## config.mk

```make
export PLATFORM = sky130hd
export DESIGN_NAME = oaht_ctrl
export DESIGN_NICKNAME = d
export VERILOG_FILES = /design/src/rtl/oaht_pkg.sv /design/src/rtl/oaht_ctrl.sv
export SDC_FILE = /design/constraint.sdc
export NUM_CORES = 1
export LEC_CHECK = 0
export BUFFER_PORTS_ARGS = -buffer_cell sky130_fd_sc_hd__buf_2
export CAP_MARGIN = 30
export CELL_PAD_IN_SITES_DETAIL_PLACEMENT = 0
export CELL_PAD_IN_SITES_GLOBAL_PLACEMENT = 1
export CORE_MARGIN = 4
export CORE_UTILIZATION = 30
export CTS_BUF_LIST = sky130_fd_sc_hd__clkbuf_8
export DETAILED_ROUTE_END_ITERATION = 8
export PLACE_DENSITY = 0.88
export SKIP_CTS_REPAIR_TIMING = 1
export SLEW_MARGIN = 30
export SYNTH_ARGS = -nofsm -noshare
export SYNTH_HDL_FRONTEND = slang
export SYNTH_SLANG_ARGS = --single-unit
```

## constraint.sdc

```tcl
create_clock -name clk -period 2.05 [get_ports clk]
set_clock_uncertainty 0.05 [all_clocks]
set_input_delay 0.41 -clock clk [delete_from_list [all_inputs] [get_ports clk]]
set_output_delay 0.41 -clock clk [all_outputs]
set_load 0.05 [all_outputs]
```

## src/rtl/oaht_pkg.sv

```systemverilog
// package for the open address hash table
// shared types, codes and constants; no dependencies
package oaht_pkg;

    localparam int CAPACITY_DEF   = 256;
    localparam int KEY_BYTES_DEF  = 8;
    localparam int VALUE_BITS_DEF = 32;

    localparam logic [63:0] FNV_OFFSET = 64'd2166136261;

    typedef enum logic [2:0] {
        OP_GET     = 3'd0,
        OP_PUT     = 3'd1,
        OP_ADD     = 3'd2,
        OP_REPLACE = 3'd3,
        OP_CAS     = 3'd4,
        OP_DELETE  = 3'd5,
        OP_CLEAR   = 3'd6
    } op_t;

    typedef enum logic [2:0] {
        ST_HIT      = 3'd0,
        ST_MISS     = 3'd1,
        ST_INSERTED = 3'd2,
        ST_FULL     = 3'd3,
        ST_MISMATCH = 3'd4
    } status_t;

    typedef enum logic [1:0] {
        MARK_EMPTY     = 2'd0,
        MARK_OCCUPIED  = 2'd1,
        MARK_TOMBSTONE = 2'd2
    } mark_t;

    typedef enum logic [3:0] {
        S_INIT,
        S_IDLE,
        S_HASH,
        S_MUL,
        S_MOD,
        S_ISSUE,
        S_WAIT,
        S_CHECK,
        S_ACT,
        S_RMW,
        S_CLEAR,
        S_DONE
    } state_t;

    // controller to datapath
    typedef struct packed {
        logic load;
        logic hash_step;
        logic mul_step;
        logic mod_init;
        logic mod_step;
        logic probe_init;
        logic probe_adv;
        logic rd_issue;
        logic do_act;
        logic do_rmw;
        logic clr_step;
        logic finish;
    } ctl_cmd_t;

    // datapath to controller
    typedef struct packed {
        logic hash_done;
        logic mod_done;
        logic is_empty;
        logic is_hit;
        logic lap_done;
        logic clr_done;
        logic need_rmw;
        logic is_clear;
        logic bad_op;
    } dp_stat_t;

endpackage

```

## src/rtl/oaht_ctrl.sv

```systemverilog
// controller state machine of the hash table
// depends on oaht_pkg
module oaht_ctrl (
    input  logic              clk,
    input  logic              rst_n,
    input  logic              start,
    output logic              busy,
    input  oaht_pkg::dp_stat_t stat,
    output oaht_pkg::ctl_cmd_t cmd
);
    import oaht_pkg::*;

    state_t state_reg, state_next;

    always_ff @(posedge clk or negedge rst_n)
    begin
        if (!rst_n)
        begin
            state_reg <= S_INIT;
        end
        else
        begin
            state_reg <= state_next;
        end
    end

    always_comb
    begin
        state_next = state_reg;
        cmd        = '0;
        busy       = 1'b1;
        case (state_reg)
            S_INIT:
            begin
                // sweep after reset, no result word
                cmd.clr_step = 1'b1;
                if (stat.clr_done)
                begin
                    state_next = S_IDLE;
                end
            end
            S_IDLE:
            begin
                busy = 1'b0;
                if (start)
                begin
                    cmd.load   = 1'b1;
                    state_next = S_HASH;
                end
            end
            S_HASH:
            begin
                if (stat.is_clear)
                begin
                    state_next = S_CLEAR;
                end
                else if (stat.bad_op)
                begin
                    cmd.finish = 1'b1;
                    state_next = S_DONE;
                end
                else if (stat.hash_done)
                begin
                    cmd.mod_init = 1'b1;
                    state_next   = S_MOD;
                end
                else
                begin
                    cmd.hash_step = 1'b1;
                    state_next    = S_MUL;
                end
            end
            S_MUL:
            begin
                cmd.mul_step = 1'b1;
                state_next   = S_HASH;
            end
            S_MOD:
            begin
                if (stat.mod_done)
                begin
                    cmd.probe_init = 1'b1;
                    state_next     = S_ISSUE;
                end
                else
                begin
                    cmd.mod_step = 1'b1;
                end
            end
            S_ISSUE:
            begin
                cmd.rd_issue = 1'b1;
                state_next   = S_WAIT;
            end
            S_WAIT:
            begin
                state_next = S_CHECK;
            end
            S_CHECK:
            begin
                if (stat.is_hit || stat.is_empty || stat.lap_done)
                begin
                    cmd.do_act = 1'b1;
                    state_next = stat.need_rmw ? S_RMW : S_DONE;
                    cmd.finish = !stat.need_rmw;
                end
                else
                begin
                    cmd.probe_adv = 1'b1;
                    state_next    = S_ISSUE;
                end
            end
            S_RMW:
            begin
                cmd.do_rmw = 1'b1;
                cmd.finish = 1'b1;
                state_next = S_DONE;
            end
            S_CLEAR:
            begin
                cmd.clr_step = 1'b1;
                if (stat.clr_done)
                begin
                    cmd.finish = 1'b1;
                    state_next = S_DONE;
                end
            end
            S_DONE:
            begin
                state_next = S_IDLE;
            end
            default:
            begin
                state_next = S_IDLE;
            end
        endcase
    end

    a_busy_idle: assert property (@(posedge clk) disable iff (!rst_n)
        (state_reg == S_IDLE) |-> !busy)
        else $error("busy while idle");
    a_load_on_start: assert property (@(posedge clk) disable iff (!rst_n)
        cmd.load |=> (state_reg == S_HASH))
        else $error("load not followed by hash");
    a_rmw_after_check: assert property (@(posedge clk) disable iff (!rst_n)
        (state_reg == S_RMW) |-> $past(state_reg == S_CHECK))
        else $error("rmw out of order");
endmodule

```

Word level (Yosys, flattened, before mapping)
Cells that the tools add are included.
{"block": "word_totals", "output_inout_bits": 13, "elab_cells": 57, "input_bits": 12, "ff_bits": 4}
{"block": "op_classes", "n_mux": 37, "n_eq_ne": 13, "reduce_logical": 6}
{"op": "$pmux W4 S10", "count": 1}
{"op": "$mux W4", "count": 7}
{"op": "$mux W1", "count": 25}
{"op": "$eq A4 B3 Y1 const B", "count": 4}
{"op": "$eq A4 B2 Y1 const B", "count": 2}
{"op": "$eq A4 B4 Y1 const B", "count": 2}
{"op": "$ne A2 B2 Y1 const B", "count": 4}
{"op": "$eq A4 B1 Y1 const B", "count": 1}
{"op": "$logic_not A4 Y1", "count": 1}
{"op": "$mux W2", "count": 2}
{"op": "$pmux W1 S4", "count": 1}
{"op": "$reduce_and A4 Y1", "count": 1}
{"op": "$mux W3", "count": 1}
{"op": "$logic_or A1 B1 Y1", "count": 2}
{"op": "$reduce_or A2 Y1", "count": 1}
{"op": "$logic_not A1 Y1", "count": 1}

Depth between registers and ports, before layout
Gate-level depths: netlist of the first run.
{"block": "logic_depth", "ltp_word": 4, "depth_mapped": 5, "mapped_depth_nobuf": 4}

Worst setup path before layout of the first run
Ideal clock, no wire load.
{"block": "synth_timing", "path_kind": "register to output", "from": "register state_reg[3]", "to": "output cmd[6] (netlist name)", "t_arrival_ns": 2.325, "path_buffers": 1, "t_required_ns": 1.590, "setup_slack_ns": -0.735, "path_stages_with_launch": 4, "path_cell_list": "dfrtp_1 > nand2b_1 > clkbuf_1 > nor4b_1"}
{"item": "start: declaration", "line": "oaht_ctrl.sv:13", "source": "state_t state_reg, state_next;"}
{"item": "start signal: assignment", "line": "oaht_ctrl.sv:23", "source": "state_reg <= state_next;"}
{"item": "end: declaration", "line": "oaht_ctrl.sv:9", "source": "output oaht_pkg::ctl_cmd_t cmd"}

==> results of run 1 <==
routing by layer:
| metal | share of wire, % | up-vias | wire (um) |
|---|---|---|---|
| met4 | 0.61 | 0 | 9 |
| met2 | 51 | 20 | 751 |
| met3 | 6.6 | 2 | 96 |
| met5 | 0 | - | 0 |
| li1 | - | 291 | - |
| met1 | 41 | 270 | 607 |
cell families (layout without fill, tap and decap cells):
kind of cell / count (synthesis) / in the layout / share of synthesized area, %
DFF: 4 / 4 / 21.45
AOI/OAI and AO/OA: 13 / 13 / 19.57
muxes: 1 / 1 / 2.145
and+or+nand+nor: 35 / 35 / 42.90
buffers and inverters: 8 / 40 / 10.19
xor gates and xnor gates: 2 / 2 / 3.754
power by group through the flow:
stage | clock, mW | combinational [mW] | sequential [mW]
3_5_place_dp | 0 | 0.860 | 0.139
4_1_cts | 0.178 | 0.862 | 0.139
2_1_floorplan | 0 | 0.670 | 0.134
6_report | 0.175 | 0.941 | 0.147
5_1_grt | 0.184 | 1.02 | 0.149
3_3_place_gp | 0 | 0.855 | 0.137
final cells by class:
type / count / area [um^2]
timing repair buffer: 34 / 229.0
fill: 116 / 578.1
tap: 15 / 18.77
multi-input combinational: 51 / 404.1
sequential: 4 / 100.1
clock buffer: 3 / 41.29
inverter: 3 / 11.26
worst max-delay path, delay by kind of cell, from the launching register on:
family / cells / cell delay [ns]
buf+inv: 1 / 0.18
simple gates: 3 / 0.82
flops: 1 / 0.39
cell usage after synthesis:
library cell  instances  area share [%]
buf_2                 2             2.1
nor2_1                8             6.4
nor3_1                7             7.5
dfrtp_1               4              21
o32ai_1               1             1.9
nand2_1               3             2.4
a31oi_1               1             1.3
a22oi_1               1             1.6
buf_6                 2             4.8
nor3b_2               1             2.7
o21ai_1               1             1.1
or3_1                 2             2.7
inv_1                 3             2.4
a21oi_2               1             1.9
a311o_1               1             2.1
a211o_1               1             1.9
clkbuf_1              1            0.80
or4_4                 1             2.4
or2_1                 1             1.3
mux2i_1               1             2.1
o22ai_1               1             1.3
nand3b_1              1             1.6
nand2b_2              1             1.9
a21boi_1              1             1.6
a21o_1                1             1.6
xnor2_1               1             1.9
nand2_2               1             1.3
nor4_1                3             4.0
a21oi_1               3             3.2
nand2b_1              5             6.7
nor4b_1               1             1.9
xor2_1                1             1.9
how the worst max path moves through the flow:
stage / from / to / slack, ns / cells after the start
after floorplan: state_reg[1] / cmd[1] / -0.17 / 3
after global placement: stat[1] / cmd[8] / 0.1 / 4
after detailed placement: stat[1] / cmd[8] / 0.08 / 4
after CTS: state_reg[3] / cmd[8] / -0.11 / 3
after global routing: state_reg[0] / cmd[8] / -0.07 / 4
final: state_reg[0] / cmd[8] / -0.03 / 4
stage by stage:
step / std cells / setup TNS, ns
floorplan: 63 / -0.2478
global placement: 106 / 0
detailed placement: 106 / 0
CTS: 109 / -0.2780
global route: 110 / -0.07192
finish: 110 / -0.02828
==> results.py, run 1 <==
metrics = {
    "finish": {
        "final_nets": 109,
        "stdcell_area_um2": 804.5,
        "drive_above_1_share_pct": 55.79,
        "diodes": 0,
        "largest_reg_flops": 4,
        "fin_util_pct": 58.19,
        "final_cell_mix": "19 x buf_2, 9 x buf_4, 7 x nor2_1",
        "final_common_cell": "buf_2",
        "area_growth_pct": 72.39,
    },
    "synth": {
        "yosysWarnings": 0,
        "syn_nets": 75,
        "syn_inst": 63,
        "synth_cell_types": 32,
        "syn_area_um2": 466.7,
        "ys_ff_latch": 4,
        "ys_seq_area_share_pct": 21.45,
        "avgSynthCellArea_um2": 7.408,
    },
    "power_and_ir_drop": {
        "p_leak_nw": 0.3900,
        "p_int_mw": 0.5964,
        "swShare_pct": 52.76,
        "clkPwrFrac_pct": 13.8,
        "ir_drop_uv": 571.4,
        "p_seq_share_pct": 11.6,
        "p_sw_mw": 0.6660,
        "combPwrFrac_pct": 74.5,
        "powerDensity_nw_per_um2": 1569,
        "power_mw": 1.262,
    },
    "critical_path": {
        "slowest_delay_ns": 0.46,
        "crit_arrival_ns": 1.62,
        "crit_path_cell_trace": "nand2b_4, or4_4, nor3b_4, buf_6",
        "path_class": "register to primary output",
        "reg2reg_from": "state_reg[2]",
        "r2r_setup_slack_ns": 0.54,
        "cp-end-kind": "primary output",
        "crit_fanout": 3,
        "rr_worst_depth": 5,
        "cp.required_ns": 1.59,
        "start_kind": "register",
        "r2r_end": "state_reg[1]",
        "crit_path_top_delay_cell": "or4_4",
    },
    "drt": {
        "wl_per_cell_um": 13.31,
        "drt_iter0_markers": 21,
        "vias": 583,
        "drt.antenna.violating_nets": 0,
        "finalWirelength_um": 1464,
        "via_per_inst": 5.300,
        "drc": 0,
        "dr.pass1.iters": 4,
    },
    "global_route": {
        "grtUsageMet1_pct": 19.50,
        "grt_first_pass_wirelength_um": 2401,
        "overflow": 0,
        "grt_start_max_net_pins": 13,
        "grt-busiest-layer": "met2",
        "met2_usage_pct": 22.99,
        "grt_use_total_pct": 15.36,
        "grt_pass1_vias": 589,
        "grt_use_met3_pct": 5.639,
        "grt_antenna_before_repair": 0,
    },
    "sta": {
        "fmax_ghz": 0.4812,
        "hold_viol_final": 0,
        "worst_slack_ns": -0.02828,
        "hold_ws_ns": 0.4800,
        "relSlewSlack_pct": 75.96,
        "min_period_ns": 2.078,
        "tightest_slew_ns": 0.3579,
        "min_period_over_period_pct": 101.4,
        "drv_slew": 0,
        "rsz0062_at_grt": "yes",
        "report.final.setup_viol": 1,
    },
    "placement": {
        "place_area_um2": 689.4,
        "dp_hpwl_um": 1135,
        "place_ws_ns": 0.08081,
        "gp_congestion": 0.8559,
        "io_buffers": 24,
    },
    "cts": {
        "clock_path_buffers": 2,
        "clk_pin_slew_ns": 0.04,
        "cts_made_buffers": 3,
        "h-tree-depth": 1,
        "cts_tree": "done",
        "root_buffer": "clkbuf_8",
        "clock_sinks": 4,
        "clkLatencyLatePin_ns": 0.22,
    },
    "outcome": {
        "status": "finished with violations",
        "violations": "negative setup slack",
    },
    "die": {
        "row_count": 13,
        "initial_utilization_pct": 33.76,
        "pin_count": 25,
        "chipWidth_um": 47.44,
        "core_um2": 1383,
        "dieArea_um2": 2251,
        "die_h_um": 47.44,
    },
    "run": {
        "max_cap_violations": 0,
    },
    "min_path": {
        "min_path_type": "input pin to asynchronous set/reset pin",
    },
}
No activity file was read; power rests on OpenSTA's default activity.
==> inputs of run 2 (changes only) <==
--- a/config.mk
+++ b/config.mk
@@ -5,6 +5,7 @@
 export SDC_FILE = /design/constraint.sdc
 export NUM_CORES = 1
 export LEC_CHECK = 0
+export ABC_AREA = 1
 export BUFFER_PORTS_ARGS = -buffer_cell sky130_fd_sc_hd__buf_2
 export CAP_MARGIN = 30
 export CELL_PAD_IN_SITES_DETAIL_PLACEMENT = 0
@@ -13,7 +14,7 @@
 export CORE_UTILIZATION = 30
 export CTS_BUF_LIST = sky130_fd_sc_hd__clkbuf_8
 export DETAILED_ROUTE_END_ITERATION = 8
-export PLACE_DENSITY = 0.88
+export PLACE_DENSITY = 0.94
 export SKIP_CTS_REPAIR_TIMING = 1
 export SLEW_MARGIN = 30
 export SYNTH_ARGS = -nofsm -noshare
==> constraint.sdc (replaced) <==
create_clock -name clk -period 2.4 [get_ports clk]
set_clock_uncertainty 0.05 [all_clocks]
set_input_delay 0.48 -clock clk [delete_from_list [all_inputs] [get_ports clk]]
set_output_delay 0.48 -clock clk [all_outputs]
set_load 0.05 [all_outputs]
==> run 2 against run 1 <==
Against the previous run: the run now ends clean; first-iteration DRC count fell by 33%; worst hold slack got worse by 0.47 ns; die area rose by 3.1%; critical path type unchanged; sequential cell count did not move; clock-buffer cell count did not move; sequential power fell by 5%.
==> results.py, run 2 <==
metrics = {
    "cts": {
        "clock_sinks": 4,
        "root_buffer": "clkbuf_8",
        "clk_pin_slew_ns": 0.03,
        "cts_made_buffers": 3,
        "h-tree-depth": 1,
        "clock_path_buffers": 2,
        "clkLatencyLatePin_ns": 0.22,
        "cts_tree": "done",
    },
    "synth": {
        "syn_nets": 107,
        "synth_top_area_cell": "nand2_1",
        "synth_area_leaders": "nand2_1 23%, dfrtp_1 21%, nor2_1 19%",
        "netlist.area_leader.share_pct": 23.26,
        "synth_cell_types": 14,
        "synth_edf_count": 0,
        "syn_area_um2": 484.2,
        "ys.flop_type": "dfrtp_1",
        "syn_inst": 95,
        "async_reset_ff_share_pct": 100.0,
        "ys_ff_latch": 4,
        "ys_top_cells_by_count": "30 x nand2_1, 24 x nor2_1, 16 x inv_1, 7 x nand3_1, 4 x dfrtp_1",
        "avgSynthCellArea_um2": 5.097,
        "yosysWarnings": 0,
        "yosysMostFrequentCell": "nand2_1",
        "ys_seq_area_share_pct": 20.67,
    },
    "critical_path": {
        "crit_path_cell_trace": "inv_1, nand2_1, nor2_4, nand2_2, nor2_2, nor2_1, nand2_1, buf_2",
        "r2r_end": "state_reg[1]",
        "crit_end": "cmd[0]",
        "crit_fanout": 4,
        "path_class": "register to primary output",
        "cp.required_ns": 1.87,
        "reg2reg_from": "state_reg[3]",
        "path_common_cell": "nand2_1",
        "crit_path_top_delay_cell": "dfrtp_1",
        "crit_arrival_ns": 1.59,
        "cp-startpoint": "state_reg[3]",
        "rr_worst_depth": 8,
        "start_kind": "register",
        "cp-end-kind": "primary output",
        "r2r_setup_slack_ns": 1.04,
        "slowest_delay_ns": 0.40,
    },
    "placement": {
        "place_area_um2": 624.3,
        "gp_congestion": 0.8899,
        "dp_cells": 135,
        "dp_hpwl_um": 1169,
        "io_buffers": 24,
        "place_ws_ns": 0.5188,
    },
    "drt": {
        "wl_met2_um": 696,
        "dr_wl_met3_um": 89,
        "drt_iter0_markers": 14,
        "drt.antenna.violating_nets": 0,
        "dr.pass1.iters": 4,
        "vias": 645,
        "wirelength_met1_um": 572,
        "finalWirelength_um": 1358,
        "topRoutingLayerUsed": "met3",
        "via_per_inst": 4.674,
        "drc": 0,
        "wl_per_cell_um": 9.841,
    },
    "die": {
        "chipWidth_um": 48.18,
        "row_count": 14,
        "pin_count": 25,
        "dieArea_um2": 2321,
        "core_um2": 1524,
        "die_h_um": 48.18,
        "initial_utilization_pct": 31.77,
    },
    "power_and_ir_drop": {
        "p_leak_nw": 0.4405,
        "power_mw": 0.9028,
        "ir_drop_uv": 739.8,
        "powerDensity_nw_per_um2": 1356,
    },
    "run": {
        "max_cap_violations": 0,
    },
    "sta": {
        "relSlewSlack_pct": 82.23,
        "drv_slew": 0,
        "hold_viol_final": 0,
        "fmax_ghz": 0.4709,
        "report.final.setup_viol": 0,
        "rsz0062_at_grt": "no",
        "min_period_over_period_pct": 88.48,
        "worst_slack_ns": 0.2765,
        "min_period_ns": 2.123,
        "finalSetupTns_ns": 0,
        "hold_ws_ns": 0.01008,
        "tightest_slew_ns": 0.2645,
    },
    "global_route": {
        "grt_use_total_pct": 13.22,
        "grt_start_max_net_pins": 7,
        "overflow": 0,
        "grt_first_pass_wirelength_um": 2111,
        "grt_antenna_before_repair": 0,
        "grt_pass1_vias": 530,
    },
    "min_path": {
        "min_path_type": "input pin to asynchronous set/reset pin",
    },
    "finish": {
        "diodes": 0,
        "final_common_cell": "nand2_1",
        "instances_no_fill": 138,
        "final_nets": 136,
        "stdcell_area_um2": 665.6,
        "fin_util_pct": 43.68,
        "largest_reg_flops": 4,
        "area_growth_pct": 37.47,
        "drive_above_1_share_pct": 27.05,
        "final_cell_mix": "30 x nand2_1, 24 x nor2_1, 24 x buf_2",
    },
    "outcome": {
        "status": "finished clean",
    },
}
==> run 2: changes by cell type after synthesis, moves of 3 or more <==
| cell | delta |
|---|---|
| nor2_1 | +16 |
| nand2b_1 | -5 |
| nor4_1 | -3 |
| a21oi_1 | -3 |
| nor3_1 | -4 |
| inv_1 | +13 |
| nand2_1 | +27 |
| nand3_1 | +7 |
==> run 2: final cells by class <==
| class | instances | area (um^2) |
|---|---|---|
| Sequential cell | 4 | 100.1 |
| Inverter | 17 | 63.81 |
| Tap cell | 16 | 20.02 |
| Multi-Input combinational cell | 74 | 320.3 |
| Clock buffer | 3 | 41.29 |
| Fill cell | 161 | 858.3 |
| Timing Repair Buffer | 24 | 120.1 |
==> run 2: critical path: cells and delay by family, from the launching register on <==
family,cells,cell delay (ns)
buf+inv,2,0.37
simple gates,6,0.61
flops,1,0.40
==> run 2: kinds of logic (layout without fill, tap and decap cells) <==
group,after synthesis,in the layout,synth area share [%]
flip-flops,4,4,20.67
buffers and inverters,17,44,13.18
AND/OR/NAND/NOR,71,71,62.53
AO/OA/AOI/OAI,3,3,3.618
==> run 2: worst min-delay path by stage <==
stage / slack (ns) / endpoint / start
2_1_floorplan: 0.13 / state_reg[0] / rst_n
3_3_place_gp: 0.24 / state_reg[3] / rst_n
3_5_place_dp: 0.24 / state_reg[3] / rst_n
4_1_cts: 0.01 / state_reg[2] / rst_n
5_1_grt: 0.02 / state_reg[1] / rst_n
6_report: 0.01 / state_reg[2] / rst_n
==> run 2: power breakdown <==
group	internal [mW]	total (mW)	switching, mW
Combinational	0.162	0.620	0.458
Sequential	0.0989	0.140	0.0412
Clock	0.107	0.143	0.0359
==> run 2: per-layer routing <==
| layer | vias to the layer above | track usage [%] |
|---|---|---|
| li1 | 344 | - |
| met1 | 279 | 17.11 |
| met2 | 22 | 19.79 |
| met3 | 0 | 4.797 |
| met4 | 0 | 5.376 |
| met5 | - | 0 |
==> inputs of run 3 (changes only) <==
--- a/config.mk
+++ b/config.mk
@@ -14,9 +14,9 @@
 export CORE_UTILIZATION = 30
 export CTS_BUF_LIST = sky130_fd_sc_hd__clkbuf_8
 export DETAILED_ROUTE_END_ITERATION = 8
-export PLACE_DENSITY = 0.94
+export PLACE_DENSITY_LB_ADDON = 0.1
 export SKIP_CTS_REPAIR_TIMING = 1
-export SLEW_MARGIN = 30
+export SLEW_MARGIN = 15
 export SYNTH_ARGS = -nofsm -noshare
 export SYNTH_HDL_FRONTEND = slang
 export SYNTH_SLANG_ARGS = --single-unit
==> run 3 against run 2 <==
Against the previous run: worst hold slack worse by 0.0048 ns; final cell count stayed put; register-to-register slack better by 0.02 ns; sequential cell count stayed put; critical path depth stayed put; cell area stayed put; worst setup slack better by 0.0097 ns; maximum frequency is 0.46% higher; critical path type unchanged.
==> results.py, run 3 (synthesis results as in run 2) <==
metrics = {
    "outcome": {
        "status": "finished clean",
    },
    "min_path": {
        "min_path_type": "input pin to asynchronous set/reset pin",
    },
    "sta": {
        "fmax_ghz": 0.4731,
        "worst_slack_ns": 0.2863,
        "min_period_over_period_pct": 88.07,
        "min_period_ns": 2.114,
        "drv_slew": 0,
        "tightest_slew_ns": 0.2802,
        "hold_ws_ns": 0.005263,
        "relSlewSlack_pct": 81.18,
        "rsz0062_at_grt": "no",
        "finalSetupTns_ns": 0,
        "hold_viol_final": 0,
        "report.final.setup_viol": 0,
    },
    "finish": {
        "instances_no_fill": 138,
        "final_nets": 136,
        "final_cell_mix": "30 x nand2_1, 24 x nor2_1, 24 x buf_2",
        "final_common_cell": "nand2_1",
        "stdcell_area_um2": 665.6,
        "area_growth_pct": 37.47,
        "diodes": 0,
        "largest_reg_flops": 4,
        "drive_above_1_share_pct": 27.05,
        "fin_util_pct": 43.68,
    },
    "drt": {
        "drt_iter0_markers": 27,
        "drc": 0,
        "drt.antenna.violating_nets": 0,
        "via_per_inst": 4.645,
        "finalWirelength_um": 1362,
        "vias": 641,
        "dr.pass1.iters": 4,
        "wl_per_cell_um": 9.870,
    },
    "cts": {
        "h-tree-depth": 1,
        "clkLatencyLatePin_ns": 0.22,
        "root_buffer": "clkbuf_8",
        "clock_sinks": 4,
        "clock_path_buffers": 2,
        "clk_pin_slew_ns": 0.03,
        "cts_tree": "done",
        "cts_made_buffers": 3,
    },
    "global_route": {
        "grt_antenna_before_repair": 0,
        "overflow": 0,
        "grt_first_pass_wirelength_um": 2159,
        "grt_start_max_net_pins": 7,
        "grt_use_total_pct": 13.24,
        "grt_pass1_vias": 538,
    },
    "die": {
        "chipWidth_um": 48.18,
        "die_h_um": 48.18,
        "pin_count": 25,
        "core_um2": 1524,
        "row_count": 14,
        "initial_utilization_pct": 31.77,
        "dieArea_um2": 2321,
    },
    "critical_path": {
        "cp_top_family": "simple AND/OR/NAND/NOR gates",
        "cp.required_ns": 1.87,
        "cp-end-kind": "primary output",
        "cp-startpoint": "state_reg[3]",
        "path_class": "register to primary output",
        "crit_fanout": 4,
        "slowest_delay_ns": 0.39,
        "r2r_setup_slack_ns": 1.06,
        "crit_arrival_ns": 1.58,
        "start_kind": "register",
        "crit_path_cell_trace": "inv_1, nand2_1, nor2_4, nand2_2, nor2_2, nor2_1, nand2_1, buf_2",
        "crit_path_top_delay_cell": "dfrtp_1",
        "crit_buf_inv": 2,
        "reg2reg_from": "state_reg[2]",
        "path_common_cell": "nand2_1",
    },
    "placement": {
        "dp_cells": 135,
        "place_area_um2": 624.3,
        "io_buffers": 24,
        "dp_hpwl_um": 1173,
        "place_ws_ns": 0.5053,
        "gp_congestion": 0.8994,
    },
    "power_and_ir_drop": {
        "powerDensity_nw_per_um2": 1350,
        "p_leak_nw": 0.4405,
        "power_mw": 0.8989,
        "ir_drop_uv": 683.0,
    },
    "run": {
        "max_cap_violations": 0,
    },
}
[run 3: cell counts in the layout (fill, tap and decap cells not counted)]
No cell type changed its count.
[run 3: layout make-up]
class / instances / area (um^2)
clock buffer: 3 / 41.29
sequential: 4 / 100.1
tap: 16 / 20.02
multi-input combinational: 74 / 320.3
fill: 164 / 858.3
inverter: 17 / 63.81
timing repair buffer: 24 / 120.1
[run 3: metal layers]
layer  wire length, um  global-route usage [%]  vias up
met5                 0                       0        -
met4                 0                   3.226        0
met3                74                   4.428        0
met2               643                   20.05       17
met1               643                   18.08      282
li1                  -                       -      342
[run 3: power breakdown]
part / switching, mW / internal, mW / total [mW]
clock: 0.0359 / 0.107 / 0.143
sequential: 0.0414 / 0.0989 / 0.140
combinational: 0.454 / 0.162 / 0.616
total: 0.531 / 0.368 / 0.899
[run 3: worst paths after layout]
path / endpoint / cells past startpoint
setup reg to reg: state_reg[0] / 6
hold / removal: state_reg[2] / 1
max in group asynchronous: state_reg[0] / 1
min in group clk: state_reg[0] / 4
hold reg to reg: state_reg[2] / 3
setup / recovery: cmd[0] / 8
